<file path="src/rtl/sps_pkg.sv">
// sps_pkg: shared types, constants, microcode encoding and phase/duty tables
// for the stepper phase sequencer; no dependencies, imported by all rtl files

package sps_pkg;

   // register file
   localparam int CsrIndexW = 2;
   localparam int CsrDataW  = 10;
   localparam logic [CsrIndexW-1:0] CsrDriveMode   = 2'd0;
   localparam logic [CsrIndexW-1:0] CsrRotationDir = 2'd1;
   localparam logic [CsrIndexW-1:0] CsrSpeedRpm    = 2'd2;
   localparam logic [CsrIndexW-1:0] CsrStepsPerRev = 2'd3;

   localparam int ModeW  = 2;
   localparam int RpmW   = 10;
   localparam int SprW   = 9;
   localparam logic [ModeW-1:0] ModeWave  = 2'd0;
   localparam logic [ModeW-1:0] ModeFull  = 2'd1;
   localparam logic [ModeW-1:0] ModeHalf  = 2'd2;
   localparam logic [ModeW-1:0] ModeMicro = 2'd3;
   localparam logic [RpmW-1:0]  RpmReset  = 10'd100;
   localparam logic [SprW-1:0]  SprReset  = 9'd200;

   // result fields
   localparam int LinesW = 4;
   localparam int DutyW  = 7;
   localparam int HoldW  = 16;
   localparam logic [DutyW-1:0] DutyMax  = 7'd100;
   localparam logic [DutyW-1:0] DutyZero = 7'd0;
   localparam logic [HoldW-1:0] HoldSat  = 16'hFFFF;

   localparam int PhaseW = 3;

   // hold time division: 60000000 / (steps_per_rev * k * rpm)
   localparam int DenW      = SprW + RpmW;   // steps_per_rev * rpm
   localparam int DivisorW  = DenW + 3;      // times k of at most 8
   localparam int DividendW = 26;
   localparam logic [DividendW-1:0] HoldNumer = 26'd60000000;
   localparam int DivCntW   = $clog2(DividendW);

   // microstep ramp
   localparam int RampLen  = 8;
   localparam int RampCntW = $clog2(RampLen);
   localparam logic [RampCntW-1:0] RampLast = RampCntW'(RampLen - 1);

   // microcode encoding
   localparam int PcW = 3;
   localparam logic [PcW-1:0] StepIdle     = 3'd0;
   localparam logic [PcW-1:0] StepDivInit  = 3'd1;
   localparam logic [PcW-1:0] StepDivStep  = 3'd2;
   localparam logic [PcW-1:0] StepSat      = 3'd3;
   localparam logic [PcW-1:0] StepSingle   = 3'd4;
   localparam logic [PcW-1:0] StepRampUp   = 3'd5;
   localparam logic [PcW-1:0] StepRampDown = 3'd6;

   localparam logic [1:0] WaitNone = 2'd0;
   localparam logic [1:0] WaitReq  = 2'd1;
   localparam logic [1:0] WaitDiv  = 2'd2;
   localparam logic [1:0] WaitRamp = 2'd3;

   localparam logic [1:0] JumpNever  = 2'd0;
   localparam logic [1:0] JumpAlways = 2'd1;
   localparam logic [1:0] JumpMicro  = 2'd2;

   localparam logic [1:0] DutyFull = 2'd0;
   localparam logic [1:0] DutyUp   = 2'd1;
   localparam logic [1:0] DutyDown = 2'd2;
   localparam logic [1:0] DutyKeep = 2'd3;

   typedef struct packed {
      logic           accept;
      logic           div_load;
      logic           div_step;
      logic           sat;
      logic           emit;
      logic [1:0]     duty_op;
      logic           phase_adv;
      logic [1:0]     wait_cond;
      logic [1:0]     jump_cond;
      logic [PcW-1:0] target;
   } ucode_word_type;

   typedef struct packed {
      logic load;
      logic step;
   } div_ctl_type;

   // coil line patterns, bit0 IN1 .. bit3 IN4
   function automatic logic [LinesW-1:0] wave_lines(input logic [1:0] p);
      logic [LinesW-1:0] r;
      case (p)
         2'd0:    r = 4'h1;
         2'd1:    r = 4'h4;
         2'd2:    r = 4'h2;
         default: r = 4'h8;
      endcase
      return r;
   endfunction

   function automatic logic [LinesW-1:0] full_lines(input logic [1:0] p);
      logic [LinesW-1:0] r;
      case (p)
         2'd0:    r = 4'h5;
         2'd1:    r = 4'h6;
         2'd2:    r = 4'hA;
         default: r = 4'h9;
      endcase
      return r;
   endfunction

   function automatic logic [LinesW-1:0] half_lines(input logic [2:0] p);
      logic [LinesW-1:0] r;
      case (p)
         3'd0:    r = 4'h1;
         3'd1:    r = 4'h5;
         3'd2:    r = 4'h4;
         3'd3:    r = 4'h6;
         3'd4:    r = 4'h2;
         3'd5:    r = 4'hA;
         3'd6:    r = 4'h8;
         default: r = 4'h9;
      endcase
      return r;
   endfunction

   // duty ramps in percent
   function automatic logic [DutyW-1:0] ramp_up(input logic [RampCntW-1:0] i);
      logic [DutyW-1:0] r;
      case (i)
         3'd0:    r = 7'd20;
         3'd1:    r = 7'd38;
         3'd2:    r = 7'd56;
         3'd3:    r = 7'd70;
         3'd4:    r = 7'd83;
         3'd5:    r = 7'd92;
         3'd6:    r = 7'd98;
         default: r = 7'd100;
      endcase
      return r;
   endfunction

   function automatic logic [DutyW-1:0] ramp_down(input logic [RampCntW-1:0] i);
      logic [DutyW-1:0] r;
      case (i)
         3'd0:    r = 7'd98;
         3'd1:    r = 7'd92;
         3'd2:    r = 7'd83;
         3'd3:    r = 7'd70;
         3'd4:    r = 7'd56;
         3'd5:    r = 7'd38;
         3'd6:    r = 7'd20;
         default: r = 7'd0;
      endcase
      return r;
   endfunction

endpackage

</file>
<file path="src/rtl/sps_ucode_rom.sv">
// sps_ucode_rom: control store of the step sequencer, one control word per step
// depends on sps_pkg for the control word type and step/condition codes

module sps_ucode_rom import sps_pkg::*; (
   input  logic [PcW-1:0]  pc,
   output ucode_word_type  uword
);

   // program: wait for a request, divide, saturate, then one or sixteen results
   always_comb begin
      uword = '0;
      unique case (pc)
         StepIdle: begin
            uword.accept    = 1'b1;
            uword.duty_op   = DutyKeep;
            uword.wait_cond = WaitReq;
         end
         StepDivInit: begin
            uword.div_load = 1'b1;
            uword.duty_op  = DutyKeep;
         end
         StepDivStep: begin
            uword.div_step  = 1'b1;
            uword.duty_op   = DutyKeep;
            uword.wait_cond = WaitDiv;
         end
         StepSat: begin
            uword.sat       = 1'b1;
            uword.duty_op   = DutyKeep;
            uword.jump_cond = JumpMicro;
            uword.target    = StepRampUp;
         end
         StepSingle: begin
            uword.emit      = 1'b1;
            uword.duty_op   = DutyFull;
            uword.phase_adv = 1'b1;
            uword.jump_cond = JumpAlways;
            uword.target    = StepIdle;
         end
         StepRampUp: begin
            uword.emit      = 1'b1;
            uword.duty_op   = DutyUp;
            uword.wait_cond = WaitRamp;
         end
         StepRampDown: begin
            uword.emit      = 1'b1;
            uword.duty_op   = DutyDown;
            uword.phase_adv = 1'b1;
            uword.wait_cond = WaitRamp;
            uword.jump_cond = JumpAlways;
            uword.target    = StepIdle;
         end
         default: begin
            uword.duty_op   = DutyKeep;
            uword.jump_cond = JumpAlways;
            uword.target    = StepIdle;
         end
      endcase
   end

endmodule

</file>
<file path="src/rtl/sps_divider.sv">
// sps_divider: restoring divider for the hold time, one quotient bit per cycle while ctl.step is high
// depends on sps_pkg for widths, the fixed dividend and the control struct

module sps_divider import sps_pkg::*; (
   input  logic                  clock,
   input  logic                  reset,
   input  div_ctl_type           ctl,
   input  logic [DivisorW-1:0]   divisor,
   output logic [DividendW-1:0]  quotient,
   output logic                  busy
);

   logic [DivisorW-1:0]  rem_ff, rem_in;
   logic [DivisorW-1:0]  dsr_ff;
   logic [DividendW-1:0] quo_ff, quo_in;
   logic [DivCntW-1:0]   cnt_ff, cnt_in;
   logic [DivisorW:0]    trial;
   logic [DivisorW:0]    diff;
   logic                 fits;

   // one trial subtract; a zero divisor always fits and saturates the quotient
   always_comb begin
      trial  = {rem_ff, quo_ff[DividendW-1]};
      diff   = trial - {1'b0, dsr_ff};
      fits   = trial >= {1'b0, dsr_ff};
      rem_in = fits ? diff[DivisorW-1:0] : trial[DivisorW-1:0];
      quo_in = {quo_ff[DividendW-2:0], fits};
   end

   // iteration count
   always_comb begin
      cnt_in = cnt_ff;
      if (ctl.load) begin
         cnt_in = DivCntW'(DividendW - 1);
      end else if (ctl.step && cnt_ff != '0) begin
         cnt_in = cnt_ff - 1'b1;
      end
   end

   always_ff @(posedge clock) begin
      if (reset) begin
         cnt_ff <= '0;
      end else begin
         cnt_ff <= cnt_in;
      end
   end

   // datapath registers
   always_ff @(posedge clock) begin
      if (ctl.load) begin
         rem_ff <= '0;
         quo_ff <= HoldNumer;
         dsr_ff <= divisor;
      end else if (ctl.step) begin
         rem_ff <= rem_in;
         quo_ff <= quo_in;
      end
   end

   assign quotient = quo_ff;
   assign busy     = cnt_ff != '0;

endmodule

</file>
<file path="src/rtl/stepper_phase_sequencer.sv">
// stepper_phase_sequencer: top level, step counter, config registers and datapath
// depends on sps_pkg, sps_ucode_rom and sps_divider
//
//   channel | direction | handshake            | payload
//   req     | in        | req_valid/req_stall  | req_new_move
//   rsp     | out       | rsp_valid/rsp_stall  | coil_lines, duty_a, duty_b, hold_us, last
//   csr     | in        | csr_valid/csr_ready  | csr_index, csr_data
//
// each request runs the hold-time divider before its first result is emitted,
// which produces one quotient bit per cycle
// microstep emits its 16 results one per cycle while the output register drains
// req_stall is low only in the idle step; a pending result does not block a new request
// synchronous reset returns the step counter to idle and the config registers to defaults
// csr_ready is always high

module stepper_phase_sequencer import sps_pkg::*; (
   input  logic                  clock,
   input  logic                  reset,
   input  logic                  req_valid,
   output logic                  req_stall,
   input  logic                  req_new_move,
   output logic                  rsp_valid,
   input  logic                  rsp_stall,
   output logic [LinesW-1:0]     rsp_coil_lines,
   output logic [DutyW-1:0]      rsp_duty_a,
   output logic [DutyW-1:0]      rsp_duty_b,
   output logic [HoldW-1:0]      rsp_hold_us,
   output logic                  rsp_last_of_step,
   input  logic                  csr_valid,
   output logic                  csr_ready,
   input  logic [CsrIndexW-1:0]  csr_index,
   input  logic [CsrDataW-1:0]   csr_data
);

   logic [ModeW-1:0]     mode_ff;
   logic                 dir_ff;
   logic [RpmW-1:0]      rpm_ff;
   logic [SprW-1:0]      spr_ff;
   logic [PcW-1:0]       pc_ff, pc_in;
   logic [PhaseW-1:0]    phase_ff;
   logic [RampCntW-1:0]  ramp_ff;
   logic [DenW-1:0]      den_ff;
   logic [HoldW-1:0]     hold_ff;
   logic [DutyW-1:0]     duty_a_ff, duty_b_ff;
   logic [DutyW-1:0]     duty_a_in, duty_b_in;
   logic                 rsp_valid_ff;
   logic [LinesW-1:0]    rsp_lines_ff;
   logic [DutyW-1:0]     rsp_duty_a_ff, rsp_duty_b_ff;
   logic [HoldW-1:0]     rsp_hold_ff;
   logic                 rsp_last_ff;
   ucode_word_type       uword;
   div_ctl_type          div_ctl;
   logic [DivisorW-1:0]  divisor;
   logic [DividendW-1:0] quotient;
   logic                 div_busy;
   logic                 req_acc;
   logic                 out_free;
   logic                 emit_fire;
   logic                 wait_hold;
   logic                 hold;
   logic                 jump_take;
   logic [1:0]           p4;
   logic [2:0]           p8;
   logic                 b_first;
   logic [LinesW-1:0]    lines_in;
   logic                 last_in;

   // configuration registers
   assign csr_ready = 1'b1;

   always_ff @(posedge clock) begin
      if (reset) begin
         mode_ff <= ModeWave;
         dir_ff  <= 1'b0;
         rpm_ff  <= RpmReset;
         spr_ff  <= SprReset;
      end else if (csr_valid) begin
         unique case (csr_index)
            CsrDriveMode:   mode_ff <= csr_data[ModeW-1:0];
            CsrRotationDir: dir_ff  <= csr_data[0];
            CsrSpeedRpm:    rpm_ff  <= csr_data[RpmW-1:0];
            CsrStepsPerRev: spr_ff  <= csr_data[SprW-1:0];
            default: ;
         endcase
      end
   end

   // control store
   sps_ucode_rom u_rom (
      .pc    (pc_ff),
      .uword (uword)
   );

   assign req_stall = !uword.accept;
   assign req_acc   = req_valid && uword.accept;
   assign out_free  = !rsp_valid_ff || !rsp_stall;
   assign emit_fire = uword.emit && out_free;

   // wait and jump conditions
   always_comb begin
      case (uword.wait_cond)
         WaitReq:  wait_hold = !req_acc;
         WaitDiv:  wait_hold = div_busy;
         WaitRamp: wait_hold = ramp_ff != RampLast;
         default:  wait_hold = 1'b0;
      endcase
      case (uword.jump_cond)
         JumpAlways: jump_take = 1'b1;
         JumpMicro:  jump_take = mode_ff == ModeMicro;
         default:    jump_take = 1'b0;
      endcase
      hold = (uword.emit && !out_free) || wait_hold;
      if (hold) begin
         pc_in = pc_ff;
      end else if (jump_take) begin
         pc_in = uword.target;
      end else begin
         pc_in = pc_ff + 1'b1;
      end
   end

   always_ff @(posedge clock) begin
      if (reset) begin
         pc_ff <= StepIdle;
      end else begin
         pc_ff <= pc_in;
      end
   end

   // phase counter: cleared by a new move, advanced after the final result
   always_ff @(posedge clock) begin
      if (reset) begin
         phase_ff <= '0;
      end else if (req_acc && req_new_move) begin
         phase_ff <= '0;
      end else if (uword.phase_adv && !hold) begin
         phase_ff <= phase_ff + 1'b1;
      end
   end

   // steps_per_rev * rpm, scaled by k for the divider
   always_ff @(posedge clock) begin
      if (req_acc) begin
         den_ff <= DenW'(spr_ff) * DenW'(rpm_ff);
      end
   end

   always_comb begin
      case (mode_ff)
         ModeHalf:  divisor = {DivisorW'(den_ff)} << 1;
         ModeMicro: divisor = {DivisorW'(den_ff)} << 3;
         default:   divisor = DivisorW'(den_ff);
      endcase
   end

   assign div_ctl.load = uword.div_load;
   assign div_ctl.step = uword.div_step;

   sps_divider u_div (
      .clock    (clock),
      .reset    (reset),
      .ctl      (div_ctl),
      .divisor  (divisor),
      .quotient (quotient),
      .busy     (div_busy)
   );

   // saturate the quotient to the hold field
   always_ff @(posedge clock) begin
      if (uword.sat) begin
         hold_ff <= (quotient[DividendW-1:HoldW] != '0) ? HoldSat : quotient[HoldW-1:0];
      end
   end

   // ramp position, wraps after the last entry
   always_ff @(posedge clock) begin
      if (reset) begin
         ramp_ff <= '0;
      end else if (emit_fire && (uword.duty_op == DutyUp || uword.duty_op == DutyDown)) begin
         ramp_ff <= (ramp_ff == RampLast) ? '0 : ramp_ff + 1'b1;
      end
   end

   // phase index, reversed for counter-clockwise
   assign p4      = phase_ff[1:0] ^ {2{dir_ff}};
   assign p8      = phase_ff ^ {PhaseW{dir_ff}};
   assign b_first = !p4[0];

   // next duties and coil lines of the result being built
   always_comb begin
      duty_a_in = duty_a_ff;
      duty_b_in = duty_b_ff;
      lines_in  = full_lines(p4);
      last_in   = 1'b0;
      case (uword.duty_op)
         DutyFull: begin
            duty_a_in = DutyMax;
            duty_b_in = DutyMax;
            last_in   = 1'b1;
            if (mode_ff == ModeHalf) begin
               lines_in = half_lines(p8);
            end else if (mode_ff == ModeWave) begin
               lines_in = wave_lines(p4);
            end
         end
         DutyUp: begin
            if (b_first) begin
               duty_b_in = ramp_up(ramp_ff);
            end else begin
               duty_a_in = ramp_up(ramp_ff);
            end
         end
         DutyDown: begin
            if (b_first) begin
               duty_a_in = ramp_down(ramp_ff);
            end else begin
               duty_b_in = ramp_down(ramp_ff);
            end
            last_in = ramp_ff == RampLast;
         end
         default: ;
      endcase
   end

   // held duties, kept across requests
   always_ff @(posedge clock) begin
      if (reset) begin
         duty_a_ff <= DutyMax;
         duty_b_ff <= DutyZero;
      end else if (emit_fire) begin
         duty_a_ff <= duty_a_in;
         duty_b_ff <= duty_b_in;
      end
   end

   // output register
   always_ff @(posedge clock) begin
      if (reset) begin
         rsp_valid_ff <= 1'b0;
      end else if (emit_fire) begin
         rsp_valid_ff <= 1'b1;
      end else if (!rsp_stall) begin
         rsp_valid_ff <= 1'b0;
      end
   end

   always_ff @(posedge clock) begin
      if (emit_fire) begin
         rsp_lines_ff  <= lines_in;
         rsp_duty_a_ff <= duty_a_in;
         rsp_duty_b_ff <= duty_b_in;
         rsp_hold_ff   <= hold_ff;
         rsp_last_ff   <= last_in;
      end
   end

   assign rsp_valid        = rsp_valid_ff;
   assign rsp_coil_lines   = rsp_lines_ff;
   assign rsp_duty_a       = rsp_duty_a_ff;
   assign rsp_duty_b       = rsp_duty_b_ff;
   assign rsp_hold_us      = rsp_hold_ff;
   assign rsp_last_of_step = rsp_last_ff;

   // an accepted request always starts the divider next
   a_req_starts_div: assert property (@(posedge clock) disable iff (reset)
      req_acc |=> (pc_ff == StepDivInit))
      else $error("accepted request did not start the divider");

   // the final microstep result always leaves one bridge fully off
   a_micro_last_off: assert property (@(posedge clock) disable iff (reset)
      (rsp_valid_ff && rsp_last_ff && mode_ff == ModeMicro)
      |-> (rsp_duty_a_ff == DutyZero || rsp_duty_b_ff == DutyZero))
      else $error("final microstep result with both bridges driven");

   // the phase advances by one together with the final result of a request
   a_phase_adv_last: assert property (@(posedge clock) disable iff (reset)
      (emit_fire && last_in) |=> (phase_ff == PhaseW'($past(phase_ff) + 1'b1)))
      else $error("phase did not advance with the final result");

endmodule
</file>
<file path="config.mk">
export PLATFORM = sky130hd
export DESIGN_NAME = stepper_phase_sequencer
export DESIGN_NICKNAME = d
export VERILOG_FILES = /design/src/rtl/sps_pkg.sv /design/src/rtl/sps_ucode_rom.sv /design/src/rtl/sps_divider.sv /design/src/rtl/stepper_phase_sequencer.sv
export SDC_FILE = /design/constraint.sdc
export NUM_CORES = 1
export LEC_CHECK = 0
export ABC_AREA = 1
export BUFFER_PORTS_ARGS = -buffer_cell sky130_fd_sc_hd__buf_2
export CAP_MARGIN = 20
export CORE_UTILIZATION = 35
export CTS_BUF_LIST = sky130_fd_sc_hd__clkbuf_8 sky130_fd_sc_hd__clkbuf_16
export DETAILED_ROUTE_END_ITERATION = 7
export GPL_TIMING_DRIVEN = 0
export PLACE_DENSITY_LB_ADDON = 0.15
export SLEW_MARGIN = 20
export SYNTH_ARGS = -nofsm -noshare
export SYNTH_HDL_FRONTEND = slang
export SYNTH_HIERARCHICAL = 1
export SYNTH_SLANG_ARGS = --single-unit
</file>
<file path="constraint.sdc">
create_clock -name clock -period 5.9 [get_ports clock]
set_clock_uncertainty 0.1 [all_clocks]
set_input_delay 0.295 -clock clock [delete_from_list [all_inputs] [get_ports clock]]
set_output_delay 0.295 -clock clock [all_outputs]
set_load 0.02 [all_outputs]
</file>
# After elaboration in Yosys (flattened, before gate mapping)
# Cells that the tools add are included.
# word_totals
mem_bits_ro	0
n_memories	0
latchBits	0
register_bits	191
inputBits	18
mem_bits_rw	0
out_inout_bits	38
# op_classes
n_addsub	5
n_mux	34
n_reduce_logical	36
shifts	0
bitwise	2
eq_ne	35
n_mul	1
order_cmp	1
div_mod_pow	0
# op_table
operator	n
7-bit case mux with 7 select lines	2
22-bit case mux with 2 select lines	1
7-bit case mux with 3 select lines	2
3-bit equality test, second input constant	10
7-bit two-way mux	4
4-bit case mux with 7 select lines	1
4-bit case mux with 3 select lines	2
23-bit by 22-bit greater-or-equal comparator with 1-bit output	1
22-bit two-way mux	1
22-bit subtractor	1
9-bit by 10-bit multiplier with 19-bit output	1
2-bit equality test, second input constant	9
3-bit by 2-bit equality test with 1-bit output, second input constant	6
4-bit two-way mux	3
2-bit case mux with 3 select lines	2
2-bit by 1-bit equality test with 1-bit output, second input constant	5
5-bit two-way mux	2
5-bit case mux with 2 select lines	1
10-bit nonzero test	1
3-bit by 1-bit adder with 3-bit output, second input constant	3
3-bit by 1-bit equality test with 1-bit output, second input constant	3
3-bit logical NOT	3
2-bit logical NOT	4
1-bit two-way mux	8
other kinds (17)	38

# Longest topological paths before layout
# depth
depth_word	8
ltp_mapped	21
mapped_depth_nobuf	20

# By module
# The synthesis kept the hierarchy.
# by_module_without_submodules
module	seq_area_each_um2	cells_each	n_inst	area_each_um2
stepper_phase_sequencer	3022.9	1071	1	8740.9
sps_divider	1721.7	660	1	4524.3
sps_ucode_rom	0.0	26	1	145.1

# Least setup slack after synthesis
# OpenSTA, ideal clock, no wires.
# synth_path
path_kind	register -> register
startpoint	reg spr_ff[8]
endpoint	reg den_ff[18], data pin
stages_incl_launch_ff	20
t_arrival_ps	3921
synth_period_minus_slack_ps	4279
setup_time_ps	258
path_slack_ps	1621
path_cell_list	dfxtp_1 clkbuf_1 nand2_1 fa_1 fa_1 inv_1 fa_1 inv_1 fa_1 inv_1 ha_1 nand2_1 o21ai_0 nand2_1 nand3_1 nand2_1 inv_1 nor2_1 nand2_1 nand2_1
# synth_via
elab_chain_len	1
# synth_rtl
item	line_no	text
start, declared	stepper_phase_sequencer.sv:38	logic [SprW-1:0] spr_ff;
start signal, assigned	stepper_phase_sequencer.sv:76	spr_ff <= SprReset;
start signal, assigned	stepper_phase_sequencer.sv:82	CsrStepsPerRev: spr_ff <= csr_data[SprW-1:0];
9-bit by 10-bit multiplier with 19-bit output	stepper_phase_sequencer.sv:144	den_ff <= DenW'(spr_ff) * DenW'(rpm_ff);
end signal, assigned	stepper_phase_sequencer.sv:144	
end, declared	stepper_phase_sequencer.sv:42	logic [DenW-1:0] den_ff;
# No other way between the ends.
# A chain may end at the register's enable or synchronous reset.

# Worst setup path after layout
# Ends and elaborated chain as after synthesis.

==> impl_metrics.json <==
{
  "syn_area_per_cell_um2": 7.63,
  "worstPathArrival_ns": 4.83,
  "r2r_start": "spr_ff[8]$_SDFFE_PP0P_",
  "cts_max_level": 4,
  "ir_worst_vdd_mv": 0.222,
  "rr_worst_depth": 19,
  "hold_path_class": "primary input to register",
  "syn_inst": 1757,
  "areaGrowthSynthToFinish_pct": 12.4,
  "grt_pass1_wl_um": 53100,
  "finalNetCount": 1998,
  "rsz0062_at_grt": "false",
  "regArea_mm2": 0.00474,
  "min_path_cells": 3,
  "fill_cells": 3987,
  "synthTopCellsByArea": "edfxtp_1 (21%), dfxtp_1 (15%), nand2_1 (12%)",
  "drive_gt1_share_pct": 9.61,
  "cts_root_buf": "clkbuf_16",
  "finalSetupTns_ns": 0,
  "initial_core_util_pct": 35.6,
  "wl_met1_um": 16000,
  "wire_per_inst_um": 13.4,
  "grt_max_degree": 45,
  "final-hold-violation-count": 0,
  "r2r_slack_ns": 1.17,
  "grt_pass1_vias": 10700,
  "start_kind": "register",
  "slew_violations": 0,
  "maxSlewHeadroom_pct": 30.7,
  "rows": 71,
  "dieArea_mm2": 0.0391,
  "die_y_um": 198,
  "synth_top_family_by_area": "simple AND/OR/NAND/NOR gates",
  "powerDensity_mw_per_mm2": 350,
  "synth_cell_types": 51,
  "outcome": "completed",
  "yosys.area_share.simple_pct": 24.6,
  "synth_mux_area_share_pct": 0,
  "cts_tree": "yes",
  "syn_area_mm2": 0.0134,
  "setup_slack_ns": 1.17,
  "synth_compound_area_share_pct": 9.46,
  "ys_seq_area_share_pct": 35.4,
  "routed_wl_um": 31700,
  "synth_xor_area_share_pct": 1.50,
  "numClockSinks": 191,
  "place_hpwl_um": 24300,
  "p_leak_nw": 7.54,
  "n_antenna_cell": 0,
  "min_period_ns": 4.73,
  "yosys.area.top_type": "edfxtp_1",
  "fin_cells": 2363,
  "die_x_um": 198,
  "end_kind": "register",
  "num_io_pins": 56,
  "dp_slack_ns": 1.13,
  "io_buffers": 54,
  "top_layer_used": "met4",
  "crit_type": "register to register",
  "drv_cap": 0,
  "yosys_warnings": 6,
  "clkLatencyLatePin_ns": 0.45,
  "via_per_inst": 4.65,
  "worst-path-max-fanout": 10,
  "rr_endpoint": "den_ff[18]$_DFFE_PP_",
  "multi_input_area_mm2": 0.00699,
  "clockBufferDepth": 2,
  "dp.cells": 2322,
  "antenna_left": 0,
  "vias": 11000,
  "finalCritPeriodShare_pct": 80.2,
  "synth_top_area_share_pct": 20.6,
  "wl_met2_um": 14500,
  "coreArea_mm2": 0.0377,
  "synth-seq-cells": 191,
  "track_usage_pct": 17.0,
  "synth_fp_nets": 1916,
  "critPathLaunch": "spr_ff[8]$_SDFFE_PP0P_",
  "crit_required_ns": 6.00,
  "synthAdderAreaFrac_pct": 16.4,
  "cts_buffers": 17,
  "dr.pass1.iters": 7,
  "drc": 0,
  "cp-endpoint": "den_ff[18]$_DFFE_PP_",
  "max_freq_mhz": 211,
  "worst_pin_slew_ns": 1.04,
  "antenna_found_initial": 0,
  "route.met3.wl_um": 758,
  "drt_iter0_markers": 712,
  "setup_viol": 0,
  "gp_congestion": 0.904,
  "overflow": 0,
  "cts.clk_slew.worst_paths_ns": 0.08
}
## cell usage in the layout (no fill, tap or decap), types with 14 or more instances in the layout
| cell type | n |
|---|---|
| nand3_1 | 115 |
| dfxtp_1 | 99 |
| o21ai_0 | 75 |
| edfxtp_1 | 92 |
| clkbuf_16 | 17 |
| ha_1 | 83 |
| nand2_1 | 429 |
| inv_1 | 340 |
| nor2_1 | 127 |
| xor2_1 | 14 |
| nand4_1 | 21 |
| nand2_2 | 16 |
| fa_1 | 58 |
| clkbuf_1 | 39 |
| o221ai_1 | 16 |
| buf_2 | 65 |
| a21oi_1 | 73 |
## repair_timing
| item | CTS | global route |
|---|---|---|
| endpoints found under the setup margin | 0 | 0 |
| endpoints found under the hold margin | 17 | 0 |
| hold buffers | 9 | 0 |
| buffers inserted | 0 | 0 |
| resized for setup | 0 | 0 |
## final cells by class
type	count	area share [%]
inverters	353	8.83
repair buffers	63	2.39
flip-flops and latches	191	31.5
well taps	511	4.24
plain buffers	68	2.36
clock inverters	15	1.49
multi-input cells	1145	46.4
clock buffers	17	2.82
## where the power goes
part           internal (mW)  switching (mW)  total [mW]
clock                  0.596           0.642        1.24
sequential              1.77           0.160        1.93
combinational          0.695            1.41        2.11
## worst min path at each step
stage | start | to
after global placement | hold_ff[1]$_SDFFCE_PP1P_ | rsp_hold_us[1]$_DFFE_PP_
after detailed placement | hold_ff[4]$_SDFFCE_PP1P_ | rsp_hold_us[4]$_DFFE_PP_
after CTS | csr_data[1] | spr_ff[1]$_SDFFE_PP0P_
after global routing | csr_data[1] | rpm_ff[1]$_SDFFE_PP0P_
after floorplan | reset | u_div/cnt_ff[4]$_SDFFE_PP0P_
final | csr_data[1] | spr_ff[1]$_SDFFE_PP0P_
## routing by layer
metal	global-route usage, %	vias up
met1	23.2	5131
met5	0	-
met4	4.34	0
li1	-	5700
met2	28.3	133
met3	2.16	24
## through the flow
stage	hold slack, ns	power [mW]	util (%)	instance area, um^2
2_1_floorplan	0.264	3.49	-	13400
3_3_place_gp	0.301	4.04	38.0	14300
3_5_place_dp	0.305	4.07	38.1	14300
4_1_cts	0.00741	5.34	40.0	15100
5_1_grt	0.0333	5.70	40.0	15100
6_report	0.0280	5.27	40.0	15100
## critical path, cell delays in order (launching register included)
cell and delay, ns:
dfxtp_1 0.33, clkbuf_1 0.43, nand2_1 0.16, fa_1 0.53, fa_1 0.54, inv_1 0.05
fa_1 0.52, inv_1 0.05, fa_1 0.52, inv_1 0.04, ha_1 0.34, nand2_1 0.10
o21ai_0 0.26, nand2_1 0.08, nand3_1 0.15, nand2_1 0.07, inv_1 0.06, nor2_1 0.04
nand2_1 0.06, nand2_1 0.05
## cell usage after synthesis (all sizes together)
master and instances:
a211oi 1, a21o 4, a21oi 79, a31oi 3, and2 1, and3 1
buf 29, clkbuf 39, clkinv 2, conb 2, dfxtp 99, edfxtp 92
fa 58, ha 83, inv 351, nand2 449, nand3 118, nand3b 9
nand4 21, nor2 138, nor3 11, nor4 6, o211ai 13, o21a 2
o21ai 86, o21bai 8, o221ai 16, o22ai 4, o41ai 1, or2 8
xnor2 9, xor2 14
## logic make-up (layout without fill, tap and decap cells)
| family | count (synthesis) | count (layout) |
|---|---|---|
| AND/OR/NAND/NOR | 762 | 762 |
| buffers and inverters | 421 | 516 |
| AO/OA/AOI/OAI | 217 | 217 |
| flip-flops | 191 | 191 |
| adder cells (fa/ha/maj) | 141 | 141 |
| XOR/XNOR | 23 | 23 |
| other | 2 | 2 |
## sequential cells by signal (all words and copies together), names as in the netlist, 9 cells and up
signal / flops
den_ff: 19
rpm_ff: 10
spr_ff: 9
u_div/dsr_ff: 22
rsp_hold_us: 16
u_div/quotient: 26
hold_ff: 16
u_div/rem_ff: 22
No activity file was read; power rests on OpenSTA's default activity.
